===== src/design/ogpd_pkg.sv =====
`timescale 1ns / 1ps
package ogpd_pkg;

    localparam int PREFIX_LEN = 19;
    localparam int PKT_LEN_W  = 13;

    localparam logic [1:0] KIND_BYTE    = 2'd0;
    localparam logic [1:0] KIND_ACCEPT  = 2'd1;
    localparam logic [1:0] KIND_DISCARD = 2'd2;
    localparam logic [1:0] KIND_ERROR   = 2'd3;

    localparam logic [2:0] ERR_NONE      = 3'd0;
    localparam logic [2:0] ERR_VERSION   = 3'd1;
    localparam logic [2:0] ERR_OVERFLOW  = 3'd2;
    localparam logic [2:0] ERR_SHORT     = 3'd3;
    localparam logic [2:0] ERR_NOT_MONO  = 3'd4;
    localparam logic [2:0] ERR_DURATION  = 3'd5;

    localparam logic [23:0] SYNC_PREFIX  = 24'h4F6767;
    localparam logic [7:0]  SYNC_LAST    = 8'h53;
    localparam logic [63:0] HEAD_MAGIC   = 64'h4F70_7573_4865_6164;
    localparam logic [63:0] TAGS_MAGIC   = 64'h4F70_7573_5461_6773;
    localparam logic [4:0]  HDR_LAST_POS = 5'd22;
    localparam logic [7:0]  LACE_FULL    = 8'd255;
    localparam logic [15:0] RATE_DEFAULT = 16'd48000;
    localparam logic [5:0]  MAX_QUARTERS = 6'd48;  // 120 ms in 2.5 ms units

    typedef struct packed {
        logic [7:0] byte_in;
    } t_in_item;

    typedef struct packed {
        logic [1:0]           kind;
        logic [7:0]           byte_out;
        logic [PKT_LEN_W-1:0] packet_length;
        logic [6:0]           duration_ms;
        logic [15:0]          rate_hz;
        logic [2:0]           error_code;
        logic                 last;
    } t_out_item;

    typedef struct packed {
        logic       find;
        logic       win_clr;
        logic       hdr;
        logic       lac;
        logic       load;
        logic       data;
        logic       seg;
        logic       err;
        logic [2:0] err_code;
        logic       push;
    } t_dp_cmd;

    typedef struct packed {
        logic sync_hit;
        logic hdr_last;
        logic ver_bad;
        logic byte_zero;
        logic lac_last;
        logic overflow;
        logic left_one;
        logic rd_zero;
        logic will_mark;
        logic will_err;
        logic pos_next_done;
        logic pend_any;
        logic out_free;
    } t_dp_stat;

    // Frame size in 2.5 ms units for a TOC configuration number.
    function automatic logic [4:0] dur_unit(input logic [4:0] cfg);
        logic [4:0] u;
        if (cfg < 5'd12) begin
            case (cfg[1:0])
                2'd0:    u = 5'd4;
                2'd1:    u = 5'd8;
                2'd2:    u = 5'd16;
                default: u = 5'd24;
            endcase
        end else if (cfg < 5'd16) begin
            u = cfg[0] ? 5'd8 : 5'd4;
        end else begin
            case (cfg[1:0])
                2'd0:    u = 5'd1;
                2'd1:    u = 5'd2;
                2'd2:    u = 5'd4;
                default: u = 5'd8;
            endcase
        end
        return u;
    endfunction

    function automatic t_out_item err_item(input logic [2:0] code);
        t_out_item e;
        e            = '0;
        e.kind       = KIND_ERROR;
        e.error_code = code;
        e.last       = 1'b1;
        return e;
    endfunction

endpackage


===== src/design/ogpd_in_if.sv =====
`timescale 1ns / 1ps
interface ogpd_in_if;
    logic               valid;
    logic               ready;
    ogpd_pkg::t_in_item data;

    modport source (output valid, output data, input ready);
    modport sink   (input valid, input data, output ready);
endinterface


===== src/design/ogpd_out_if.sv =====
`timescale 1ns / 1ps
interface ogpd_out_if;
    logic                valid;
    logic                ready;
    ogpd_pkg::t_out_item data;

    modport source (output valid, output data, input ready);
    modport sink   (input valid, input data, output ready);
endinterface


===== src/design/ogpd_datapath.sv =====
`timescale 1ns / 1ps
module ogpd_datapath #(
    parameter int PACKET_BUF_BYTES = 4096
) (
    input  logic                i_clk,
    input  logic                i_rst_n,
    input  ogpd_pkg::t_in_item  i_item,
    input  ogpd_pkg::t_dp_cmd   i_cmd,
    output ogpd_pkg::t_dp_stat  o_stat,
    output logic                o_res_valid,
    output ogpd_pkg::t_out_item o_res_data,
    input  logic                i_res_ready
);

    localparam int PW = $clog2(PACKET_BUF_BYTES + 1);
    localparam int OW = PW + 1;

    logic [23:0]         r_win;
    logic [4:0]          r_hpos;
    logic [7:0]          r_total;
    logic [8:0]          r_pos;
    logic [7:0]          r_left;
    logic [7:0]          r_len;
    logic [PW-1:0]       r_pkt;
    logic [7:0]          r_prefix [ogpd_pkg::PREFIX_LEN];
    logic [7:0]          r_mem [256];
    logic [7:0]          r_rd;
    logic                r_head;
    logic                r_tags;
    logic [15:0]         r_rate;
    logic [7:0]          r_pbyte;
    logic                r_bpend;
    ogpd_pkg::t_out_item r_mark;
    logic                r_mpend;
    ogpd_pkg::t_out_item r_out;
    logic                r_out_valid;

    logic [7:0]          b;
    logic [8:0]          pos_inc;
    logic [63:0]         magic;
    logic                n_ge8;
    logic                n_ge19;
    logic                head_hit;
    logic                tags_hit;
    logic [31:0]         head_rate;
    logic                rate_ok;
    logic [4:0]          unit;
    logic [5:0]          cnt;
    logic                cnt_ok;
    logic [10:0]         quarters;
    logic                dur_ok;
    logic [6:0]          dur;
    ogpd_pkg::t_out_item ev;
    logic                ev_err;
    logic                will_mark;
    logic                out_free;
    ogpd_pkg::t_out_item byte_res;

    assign b       = i_item.byte_in;
    assign pos_inc = r_pos + 9'd1;
    assign magic   = {r_prefix[0], r_prefix[1], r_prefix[2], r_prefix[3],
                      r_prefix[4], r_prefix[5], r_prefix[6], r_prefix[7]};
    assign n_ge8   = r_pkt >= PW'(8);
    assign n_ge19  = r_pkt >= PW'(ogpd_pkg::PREFIX_LEN);
    assign head_hit = !r_head && n_ge8 && (magic == ogpd_pkg::HEAD_MAGIC);
    assign tags_hit = !r_tags && n_ge8 && (magic == ogpd_pkg::TAGS_MAGIC);
    assign head_rate = {r_prefix[15], r_prefix[14], r_prefix[13], r_prefix[12]};
    assign rate_ok  = (head_rate == 32'd8000)  || (head_rate == 32'd12000) ||
                      (head_rate == 32'd16000) || (head_rate == 32'd24000) ||
                      (head_rate == 32'd48000);

    // Duration from the TOC byte, counted in 2.5 ms units.
    assign unit = ogpd_pkg::dur_unit(r_prefix[0][7:3]);
    always_comb begin
        cnt_ok = 1'b1;
        case (r_prefix[0][1:0])
            2'd0: cnt = 6'd1;
            2'd3: begin
                cnt    = r_prefix[1][5:0];
                cnt_ok = r_pkt >= PW'(2);
            end
            default: cnt = 6'd2;
        endcase
    end
    assign quarters = 11'(unit) * 11'(cnt);
    assign dur_ok   = cnt_ok && (cnt != 6'd0) &&
                      (quarters <= 11'(ogpd_pkg::MAX_QUARTERS)) && !quarters[0];
    assign dur      = 7'(quarters[5:1]) * 7'd5;

    always_comb begin
        ev               = '0;
        ev.kind          = ogpd_pkg::KIND_DISCARD;
        ev.packet_length = ogpd_pkg::PKT_LEN_W'(r_pkt);
        ev.last          = 1'b1;
        ev_err           = 1'b0;
        if (head_hit) begin
            if (!n_ge19) begin
                ev     = ogpd_pkg::err_item(ogpd_pkg::ERR_SHORT);
                ev_err = 1'b1;
            end else if (r_prefix[9] != 8'd1) begin
                ev     = ogpd_pkg::err_item(ogpd_pkg::ERR_NOT_MONO);
                ev_err = 1'b1;
            end
        end else if (tags_hit) begin
            ev.kind = ogpd_pkg::KIND_DISCARD;
        end else if (r_head && r_tags) begin
            if (!dur_ok) begin
                ev     = ogpd_pkg::err_item(ogpd_pkg::ERR_DURATION);
                ev_err = 1'b1;
            end else begin
                ev.kind        = ogpd_pkg::KIND_ACCEPT;
                ev.duration_ms = dur;
                ev.rate_hz     = r_rate;
            end
        end
    end

    assign will_mark = (r_len != ogpd_pkg::LACE_FULL) && (r_pkt != '0);
    assign out_free  = !r_out_valid || i_res_ready;

    always_comb begin
        o_stat.sync_hit      = (r_win == ogpd_pkg::SYNC_PREFIX) && (b == ogpd_pkg::SYNC_LAST);
        o_stat.hdr_last      = r_hpos >= ogpd_pkg::HDR_LAST_POS;
        o_stat.ver_bad       = r_total != 8'd0;
        o_stat.byte_zero     = b == 8'd0;
        o_stat.lac_last      = pos_inc >= {1'b0, r_total};
        o_stat.overflow      = (OW'(r_pkt) + OW'(r_left)) > OW'(PACKET_BUF_BYTES);
        o_stat.left_one      = r_left == 8'd1;
        o_stat.rd_zero       = r_rd == 8'd0;
        o_stat.will_mark     = will_mark;
        o_stat.will_err      = will_mark && ev_err;
        o_stat.pos_next_done = pos_inc >= {1'b0, r_total};
        o_stat.pend_any      = r_bpend || r_mpend;
        o_stat.out_free      = out_free;
    end

    always_comb begin
        byte_res          = '0;
        byte_res.kind     = ogpd_pkg::KIND_BYTE;
        byte_res.byte_out = r_pbyte;
        byte_res.last     = !r_mpend;
    end

    // Lacing table, packet prefix and result registers: payload storage, no reset.
    always_ff @(posedge i_clk) begin
        if (i_cmd.lac) begin
            r_mem[r_pos[7:0]] <= b;
        end
        r_rd <= r_mem[r_pos[7:0]];
        if (i_cmd.data) begin
            r_pbyte <= b;
            if (r_pkt < PW'(ogpd_pkg::PREFIX_LEN)) begin
                r_prefix[r_pkt[4:0]] <= b;
            end
        end
        if (i_cmd.load) begin
            r_len <= r_rd;
        end
        if (i_cmd.err) begin
            r_mark <= ogpd_pkg::err_item(i_cmd.err_code);
        end else if (i_cmd.seg && will_mark) begin
            r_mark <= ev;
        end
        if (i_cmd.push) begin
            r_out <= r_bpend ? byte_res : r_mark;
        end
    end

    always_ff @(posedge i_clk) begin
        if (!i_rst_n) begin
            r_win       <= '0;
            r_hpos      <= '0;
            r_total     <= '0;
            r_pos       <= '0;
            r_left      <= '0;
            r_pkt       <= '0;
            r_head      <= 1'b0;
            r_tags      <= 1'b0;
            r_rate      <= ogpd_pkg::RATE_DEFAULT;
            r_bpend     <= 1'b0;
            r_mpend     <= 1'b0;
            r_out_valid <= 1'b0;
        end else begin
            if (i_cmd.find) begin
                r_win  <= o_stat.sync_hit ? 24'd0 : {r_win[15:0], b};
                r_hpos <= '0;
            end else if (i_cmd.win_clr) begin
                r_win <= '0;
            end

            if (i_cmd.hdr) begin
                if (r_hpos == 5'd0) begin
                    r_total <= b;
                end
                if (o_stat.hdr_last) begin
                    if (!o_stat.ver_bad) begin
                        r_total <= b;
                        r_pos   <= '0;
                        r_hpos  <= '0;
                    end
                end else begin
                    r_hpos <= r_hpos + 5'd1;
                end
            end

            if (i_cmd.lac) begin
                r_pos <= o_stat.lac_last ? 9'd0 : pos_inc;
            end

            if (i_cmd.load) begin
                r_left <= r_rd;
            end

            if (i_cmd.data) begin
                r_bpend <= 1'b1;
                r_pkt   <= r_pkt + PW'(1);
                r_left  <= r_left - 8'd1;
            end

            if (i_cmd.seg) begin
                r_pos <= pos_inc;
                if (r_len != ogpd_pkg::LACE_FULL) begin
                    r_pkt <= '0;
                end
                if (will_mark) begin
                    r_mpend <= 1'b1;
                    if (head_hit) begin
                        r_head <= 1'b1;
                        if (n_ge19) begin
                            r_rate <= rate_ok ? head_rate[15:0] : ogpd_pkg::RATE_DEFAULT;
                        end
                    end else if (tags_hit) begin
                        r_tags <= 1'b1;
                    end
                end
            end

            if (i_cmd.err) begin
                r_mpend <= 1'b1;
            end

            if (i_cmd.push) begin
                r_out_valid <= 1'b1;
                if (r_bpend) begin
                    r_bpend <= 1'b0;
                end else begin
                    r_mpend <= 1'b0;
                end
            end else if (i_res_ready) begin
                r_out_valid <= 1'b0;
            end
        end
    end

    assign o_res_valid = r_out_valid;
    assign o_res_data  = r_out;

endmodule


===== src/design/ogpd_ctrl.sv =====
`timescale 1ns / 1ps
module ogpd_ctrl (
    input  logic               i_clk,
    input  logic               i_rst_n,
    input  logic               i_in_valid,
    output logic               o_in_ready,
    input  ogpd_pkg::t_dp_stat i_stat,
    output ogpd_pkg::t_dp_cmd  o_cmd
);

    typedef enum logic [3:0] {
        S_FIND,
        S_HDR,
        S_LAC,
        S_RD,
        S_LD,
        S_DATA,
        S_SEG,
        S_FLUSH,
        S_DEAD
    } t_state;

    t_state r_state, n_state;
    t_state r_ret, n_ret;
    logic   acc;

    always_comb begin
        o_in_ready = (r_state == S_FIND) || (r_state == S_HDR) || (r_state == S_LAC) ||
                     (r_state == S_DATA) || (r_state == S_DEAD);
        acc        = i_in_valid && o_in_ready;
        o_cmd         = '0;
        o_cmd.win_clr = r_state != S_FIND;
        n_state       = r_state;
        n_ret         = r_ret;
        case (r_state)
            S_FIND: begin
                if (acc) begin
                    o_cmd.find = 1'b1;
                    if (i_stat.sync_hit) begin
                        n_state = S_HDR;
                    end
                end
            end
            S_HDR: begin
                if (acc) begin
                    o_cmd.hdr = 1'b1;
                    if (i_stat.hdr_last) begin
                        if (i_stat.ver_bad) begin
                            o_cmd.err      = 1'b1;
                            o_cmd.err_code = ogpd_pkg::ERR_VERSION;
                            n_ret          = S_DEAD;
                            n_state        = S_FLUSH;
                        end else if (i_stat.byte_zero) begin
                            n_state = S_FIND;
                        end else begin
                            n_state = S_LAC;
                        end
                    end
                end
            end
            S_LAC: begin
                if (acc) begin
                    o_cmd.lac = 1'b1;
                    if (i_stat.lac_last) begin
                        n_state = S_RD;
                    end
                end
            end
            S_RD: begin
                n_state = S_LD;
            end
            S_LD: begin
                o_cmd.load = 1'b1;
                if (i_stat.rd_zero) begin
                    n_state = S_SEG;
                end else begin
                    n_ret   = S_DATA;
                    n_state = S_FLUSH;
                end
            end
            S_DATA: begin
                if (acc) begin
                    if (i_stat.overflow) begin
                        o_cmd.err      = 1'b1;
                        o_cmd.err_code = ogpd_pkg::ERR_OVERFLOW;
                        n_ret          = S_DEAD;
                        n_state        = S_FLUSH;
                    end else begin
                        o_cmd.data = 1'b1;
                        if (i_stat.left_one) begin
                            n_state = S_SEG;
                        end else begin
                            n_ret   = S_DATA;
                            n_state = S_FLUSH;
                        end
                    end
                end
            end
            S_SEG: begin
                // Close one segment; a pending byte waits until the step is known to end.
                o_cmd.seg = 1'b1;
                if (i_stat.will_err) begin
                    n_ret   = S_DEAD;
                    n_state = S_FLUSH;
                end else if (i_stat.pos_next_done) begin
                    n_ret   = S_FIND;
                    n_state = S_FLUSH;
                end else if (i_stat.will_mark) begin
                    n_ret   = S_RD;
                    n_state = S_FLUSH;
                end else begin
                    n_state = S_RD;
                end
            end
            S_FLUSH: begin
                if (i_stat.pend_any) begin
                    o_cmd.push = i_stat.out_free;
                end else begin
                    n_state = r_ret;
                end
            end
            S_DEAD: begin
                // drop everything until reset
            end
            default: begin
                n_state = S_FIND;
            end
        endcase
    end

    always_ff @(posedge i_clk) begin
        if (!i_rst_n) begin
            r_state <= S_FIND;
            r_ret   <= S_FIND;
        end else begin
            r_state <= n_state;
            r_ret   <= n_ret;
        end
    end

endmodule


===== src/design/ogg_opus_page_demuxer.sv =====
`timescale 1ns / 1ps
// Path: a payload byte is latched in the datapath, then pushed to the output register in
// the flush state; its packet marker, if any, follows it on the output.
// Header and lacing bytes are taken back to back; a payload byte is taken only once the one
// before it has been flushed, and a byte that closes a segment also waits for the next lacing
// entry, and each zero-length one behind it, to be read through its registered port. Output stalls add.
// Reset: synchronous, active low; hunts for a page again, flags and error cleared.
module ogg_opus_page_demuxer #(
    parameter int PACKET_BUF_BYTES = 4096
) (
    input  logic              i_clk,
    input  logic              i_rst_n,
    ogpd_in_if.sink           i_byte_ch,
    ogpd_out_if.source        o_res_ch
);

    ogpd_pkg::t_dp_cmd  cmd;
    ogpd_pkg::t_dp_stat stat;
    logic               in_ready;

    ogpd_ctrl u_ctrl (
        .i_clk      (i_clk),
        .i_rst_n    (i_rst_n),
        .i_in_valid (i_byte_ch.valid),
        .o_in_ready (in_ready),
        .i_stat     (stat),
        .o_cmd      (cmd)
    );

    ogpd_datapath #(
        .PACKET_BUF_BYTES (PACKET_BUF_BYTES)
    ) u_datapath (
        .i_clk       (i_clk),
        .i_rst_n     (i_rst_n),
        .i_item      (i_byte_ch.data),
        .i_cmd       (cmd),
        .o_stat      (stat),
        .o_res_valid (o_res_ch.valid),
        .o_res_data  (o_res_ch.data),
        .i_res_ready (o_res_ch.ready)
    );

    assign i_byte_ch.ready = in_ready;

endmodule


===== src/flat_wrapper.sv =====
// flat-port wrapper written by rule: the top's interface ports become plain ports
module ogg_opus_page_demuxer_flat 
#(
    parameter int PACKET_BUF_BYTES = 4096
)
  (i_clk, i_rst_n, i_byte_ch_valid, i_byte_ch_data, i_byte_ch_ready, o_res_ch_valid, o_res_ch_data, o_res_ch_ready);
  ogpd_in_if i_byte_ch_i ();
  ogpd_out_if o_res_ch_i ();
  input  logic i_clk;
  input  logic i_rst_n;
  input wire logic [$bits(i_byte_ch_i.valid)-1:0] i_byte_ch_valid;
  input wire logic [$bits(i_byte_ch_i.data)-1:0] i_byte_ch_data;
  output wire logic [$bits(i_byte_ch_i.ready)-1:0] i_byte_ch_ready;
  output wire logic [$bits(o_res_ch_i.valid)-1:0] o_res_ch_valid;
  output wire logic [$bits(o_res_ch_i.data)-1:0] o_res_ch_data;
  input wire logic [$bits(o_res_ch_i.ready)-1:0] o_res_ch_ready;
  assign i_byte_ch_i.valid = i_byte_ch_valid;
  assign i_byte_ch_i.data = i_byte_ch_data;
  assign i_byte_ch_ready = i_byte_ch_i.ready;
  assign o_res_ch_valid = o_res_ch_i.valid;
  assign o_res_ch_data = o_res_ch_i.data;
  assign o_res_ch_i.ready = o_res_ch_ready;
  ogg_opus_page_demuxer #(.PACKET_BUF_BYTES(PACKET_BUF_BYTES)) u_core (.i_clk(i_clk), .i_rst_n(i_rst_n), .i_byte_ch(i_byte_ch_i), .o_res_ch(o_res_ch_i));
endmodule

===== config.mk =====
export PLATFORM = sky130hd
export DESIGN_NAME = ogg_opus_page_demuxer_flat
export DESIGN_NICKNAME = d
export VERILOG_FILES = /design/src/design/ogpd_pkg.sv /design/src/design/ogpd_in_if.sv /design/src/design/ogpd_out_if.sv /design/src/design/ogpd_datapath.sv /design/src/design/ogpd_ctrl.sv /design/src/design/ogg_opus_page_demuxer.sv /design/src/flat_wrapper.sv
export SDC_FILE = /design/constraint.sdc
export NUM_CORES = 2
export LEC_CHECK = 0
export BUFFER_PORTS_ARGS = -buffer_cell sky130_fd_sc_hd__buf_4
export CAP_MARGIN = 10
export CORE_MARGIN = 5
export CORE_UTILIZATION = 63
export DETAILED_ROUTE_END_ITERATION = 16
export PLACE_DENSITY = 0.79
export SYNTH_ARGS = -nofsm -noshare
export SYNTH_HDL_FRONTEND = slang
export SYNTH_SLANG_ARGS = --single-unit

===== constraint.sdc =====
create_clock -name i_clk -period 5.62 [get_ports i_clk]
set_input_delay 0.562 -clock i_clk [delete_from_list [all_inputs] [get_ports i_clk]]
set_output_delay 0.562 -clock i_clk [all_outputs]
set_load 0.02 [all_outputs]

==> results.toml <==
[run_status]
status = "finished, final reports clean"

[critical_path]
endpoint_kind = "flip-flop"
r2r_start = "u_core.u_datapath.r_prefix[0][0]"
cp.arrival_ns = 5.95
crit_buf_inv = 2
worstPathCellList = "inv_1 -> ha_1 -> or2_2 -> nand2b_1 -> fa_1 -> fa_1 -> fa_1 -> inv_1 -> ha_1 -> and3_1 -> a221oi_2 -> nor3_1 -> or4b_1 -> o211a_1 -> o211ai_1 -> or2_2 -> a41oi_1"
r2r_end = "u_core.u_ctrl.r_ret[3]"
reg2reg_slack_ns = 0.37
worstPathMaxFanout = 6
path_delay_family = "adder cells"
cpMostUsedCell = "fa_1"
ff2ff_path_depth = 17
startpoint_type = "flip-flop"
cpPeakStageDelay_ns = 0.51
cp_slowest_cell = "fa_1"
worstSetupPathType = "reg2reg"
required_ns = 6.32

[floorplan]
ios = 64
start_util = 0.633
die_h_microns = 395
core_sq_um = 147000
fp-row-count = 141
die_w_microns = 395
die_area_sq_um = 156000

[routing]
ant_nets = 0
drt_iter0_drc = 6583
vias = 48377
routed_wl_microns = 235000
vias_per_cell = 7.03
drc_errors = 0
drt-pass1-iter-count = 8
routedWlPerCell_microns = 34.2

[sta]
post-route-min-period_ns = 5.25
finalHoldViolations = 0
setup_tns_ns = 0
relSlewSlack = 0.137
fmaxAchievable_mhz = 191
fin_crit_sh = 0.934
tightestPinTransition_ns = 1.30
finalSetupViolations = 0
rsz0062_at_grt = "no"
finalMaxSlewViolations = 0
fin_skew_ns = 0.0619

[finish]
fillCellCount = 8365
synthToLayoutAreaGrowth_pct = 11.2
nets = 4838
finish.utilization = 0.704
layout-drive-gt1-share = 0.240

[clock_network]
cts_buffers = 220
ctsRootBufferMaster = "clkbuf_16"
htreeDepth = 4
clk_latency_ns = 0.86
clkSlewWorstSetupHoldPaths_ns = 0.06
cts_tree = "done"
ctsHoldBuffers = 0
clock_sinks = 2363
clk_path_buf_depth = 3

[grt]
antenna_found_initial = 4
first_global_vias = 48919
grt_pass1_wl_microns = 345000
overflow = 0
grt_max_degree = 229
track_usage = 0.305

[yosys]
ys_warn_count = 0
synth_compound_area_frac = 0.0226
synthXorXnorAreaFrac = 0.00169
synth_common_cells = "edfxtp_1, mux4_2, nor2_1"
synth_nets = 4701
yosysSeqAreaShare = 0.745
syn_avg_cell_area_sq_um = 20.2
synthFlopType = "edfxtp_1"
synth_area_sq_um = 93300
synth_enable_flop_cells = 2221
async_reset_ff_frac = 0
synth_top_family_by_area = "multiplexers"
synth_top_cell_area_share = 0.715
synth.area.mux_share = 0.158
ys_types = 82
synth_area_leaders = "edfxtp_1, mux4_2, dfxtp_1"
synthAdderAreaFrac = 0.0105
synth-simple-area-share = 0.0471
ys_ff_latch = 2363
synth_cells = 4619
synth.largest_area_cell = "edfxtp_1"
synth.most_common_cell = "edfxtp_1"

[hold_path]
min_path_cells = 4
hold_start = "o_res_ch_ready"
min_path_type = "in2reg"
hold-path-endpoint = "u_core.u_datapath.o_res_valid"

[job]
maxCapViolations = 0

[power_and_ir_drop]
p_leak_nw = 31.7
powerDensity_nw_per_um2 = 338
peakVddDrop_v = 0.000350

[placed_design]
dp_hpwl_microns = 131000
numPortBuffers = 63
globalplace.congestion = 0.876
## final cells by class
cell class	instances	area, sq um	share of cell area
Multi-Input combinational cell	1931	22500	0.216
Clock buffer	270	5820	0.0561
Sequential cell	2363	69600	0.670
Clock inverter	143	1720	0.0166
Antenna cell	4	10.0	0.0000964
Tap cell	1930	2410	0.0233
Inverter	64	240	0.00231
Timing Repair Buffer	176	1580	0.0152
## layer usage
layer  global-route usage  vias to the layer above  routed length, microns
li1                     -                    19314                       -
met1                0.404                    25105                   80800
met2                0.491                     3397                  117000
met3               0.0761                      559                   25700
met4                0.135                        2                   12100
met5                    0                        -                       9
## worst register-to-register path, cell delays in order, from the launching register on
cell and delay, ns:
edfxtp_1 0.40, inv_1 0.07, ha_1 0.23, or2_2 0.36, nand2b_1 0.18, fa_1 0.47
fa_1 0.41, fa_1 0.51, inv_1 0.04, ha_1 0.34, and3_1 0.24, a221oi_2 0.36
nor3_1 0.08, or4b_1 0.50, o211a_1 0.23, o211ai_1 0.39, or2_2 0.20, a41oi_1 0.11
## where the power goes
group          internal (mW)  total [mW]  switching (mW)
Clock                   8.95        15.5            6.56
Combinational         0.0301       0.336           0.306
Sequential              19.2        19.2         0.00454
## flip-flops by register name (all words and copies together), names as in the netlist, 4 cells and up
| signal | count |
|---|---|
| u_core.u_datapath.r_hpos | 5 |
| u_core.u_datapath.r_mark | 41 |
| u_core.u_ctrl.r_state | 4 |
| u_core.u_datapath.r_prefix | 104 |
| u_core.u_datapath.r_pos | 9 |
| u_core.u_ctrl.r_ret | 4 |
| u_core.u_datapath.r_total | 8 |
| u_core.u_datapath.r_rate | 16 |
| u_core.u_datapath.r_pkt | 13 |
| u_core.u_datapath.r_rd | 8 |
| u_core.u_datapath.r_len | 8 |
| u_core.u_datapath.r_pbyte | 8 |
| u_core.u_datapath.r_left | 8 |
| u_core.u_datapath.r_win | 24 |
| u_core.u_datapath.o_res_data | 50 |
| u_core.u_datapath.r_mem | 2048 |
## layout by cell type (no fill, tap or decap), types with 21 or more instances in the layout
cell type  instances
edfxtp_1        2221
clkinv_1          50
nor3_1            24
a21oi_1           46
dfxtp_1          138
a22oi_1           36
nand2b_1          23
bufinv_16         34
nor2_1           377
a22o_1            38
inv_1             63
mux4_2           645
nand3_1           66
ha_1              55
and2_1            21
clkbuf_1          39
nor4_1            37
buf_4            152
o21ai_0           32
nor2b_1           75
nand2_1           97
nand4_1           30
clkinv_2          34
clkbuf_16        223
## stage by stage
stage | std cells | hold WS [ns] | power, mW | area (sq um) | setup slack (ns)
after global routing | 6877 | 0.0463 | 36.0 | 104000 | 0.0527
after floorplan | 4619 | 0.416 | 19.6 | 93300 | 0.512
after detailed placement | 6464 | 0.437 | 19.9 | 96200 | 0.315
after global placement | 6464 | 0.429 | 19.9 | 96200 | 0.420
after CTS | 6877 | 0.00151 | 35.2 | 104000 | 0.287
final | 6881 | 0.0390 | 35.1 | 104000 | 0.373
## how the worst max path moves through the flow
stage                                                 from                            to  slack (ns)  cells past startpoint
final                     u_core.u_datapath.r_prefix[0][0]        u_core.u_ctrl.r_ret[3]        0.37                     17
after global routing      u_core.u_datapath.r_prefix[0][0]  u_core.u_datapath.r_mark[32]        0.05                     18
after CTS                 u_core.u_datapath.r_prefix[0][1]        u_core.u_ctrl.r_ret[3]        0.29                     17
after detailed placement  u_core.u_datapath.r_prefix[0][0]        u_core.u_ctrl.r_ret[3]        0.32                     17
after global placement    u_core.u_datapath.r_prefix[0][0]        u_core.u_ctrl.r_ret[3]        0.42                     17
after floorplan           u_core.u_datapath.r_prefix[0][0]  u_core.u_datapath.r_mark[30]        0.51                     19
## cell families (layout without fill, tap and decap cells)
group / count (synthesis) / count (layout)
compound gates: 291 / 291
xor+xnor: 18 / 18
fa+ha+maj: 70 / 70
buf+inv: 325 / 653
flops: 2363 / 2363
mux: 668 / 668
other cells: 0 / 4
simple gates: 884 / 884
## repair_timing
| action | in CTS | in global routing |
|---|---|---|
| buffers inserted | 0 | 0 |
| gates resized for setup | 0 | 2 |
| setup endpoints to repair | 0 | 39 |
(Power assumes the default switching activity.)
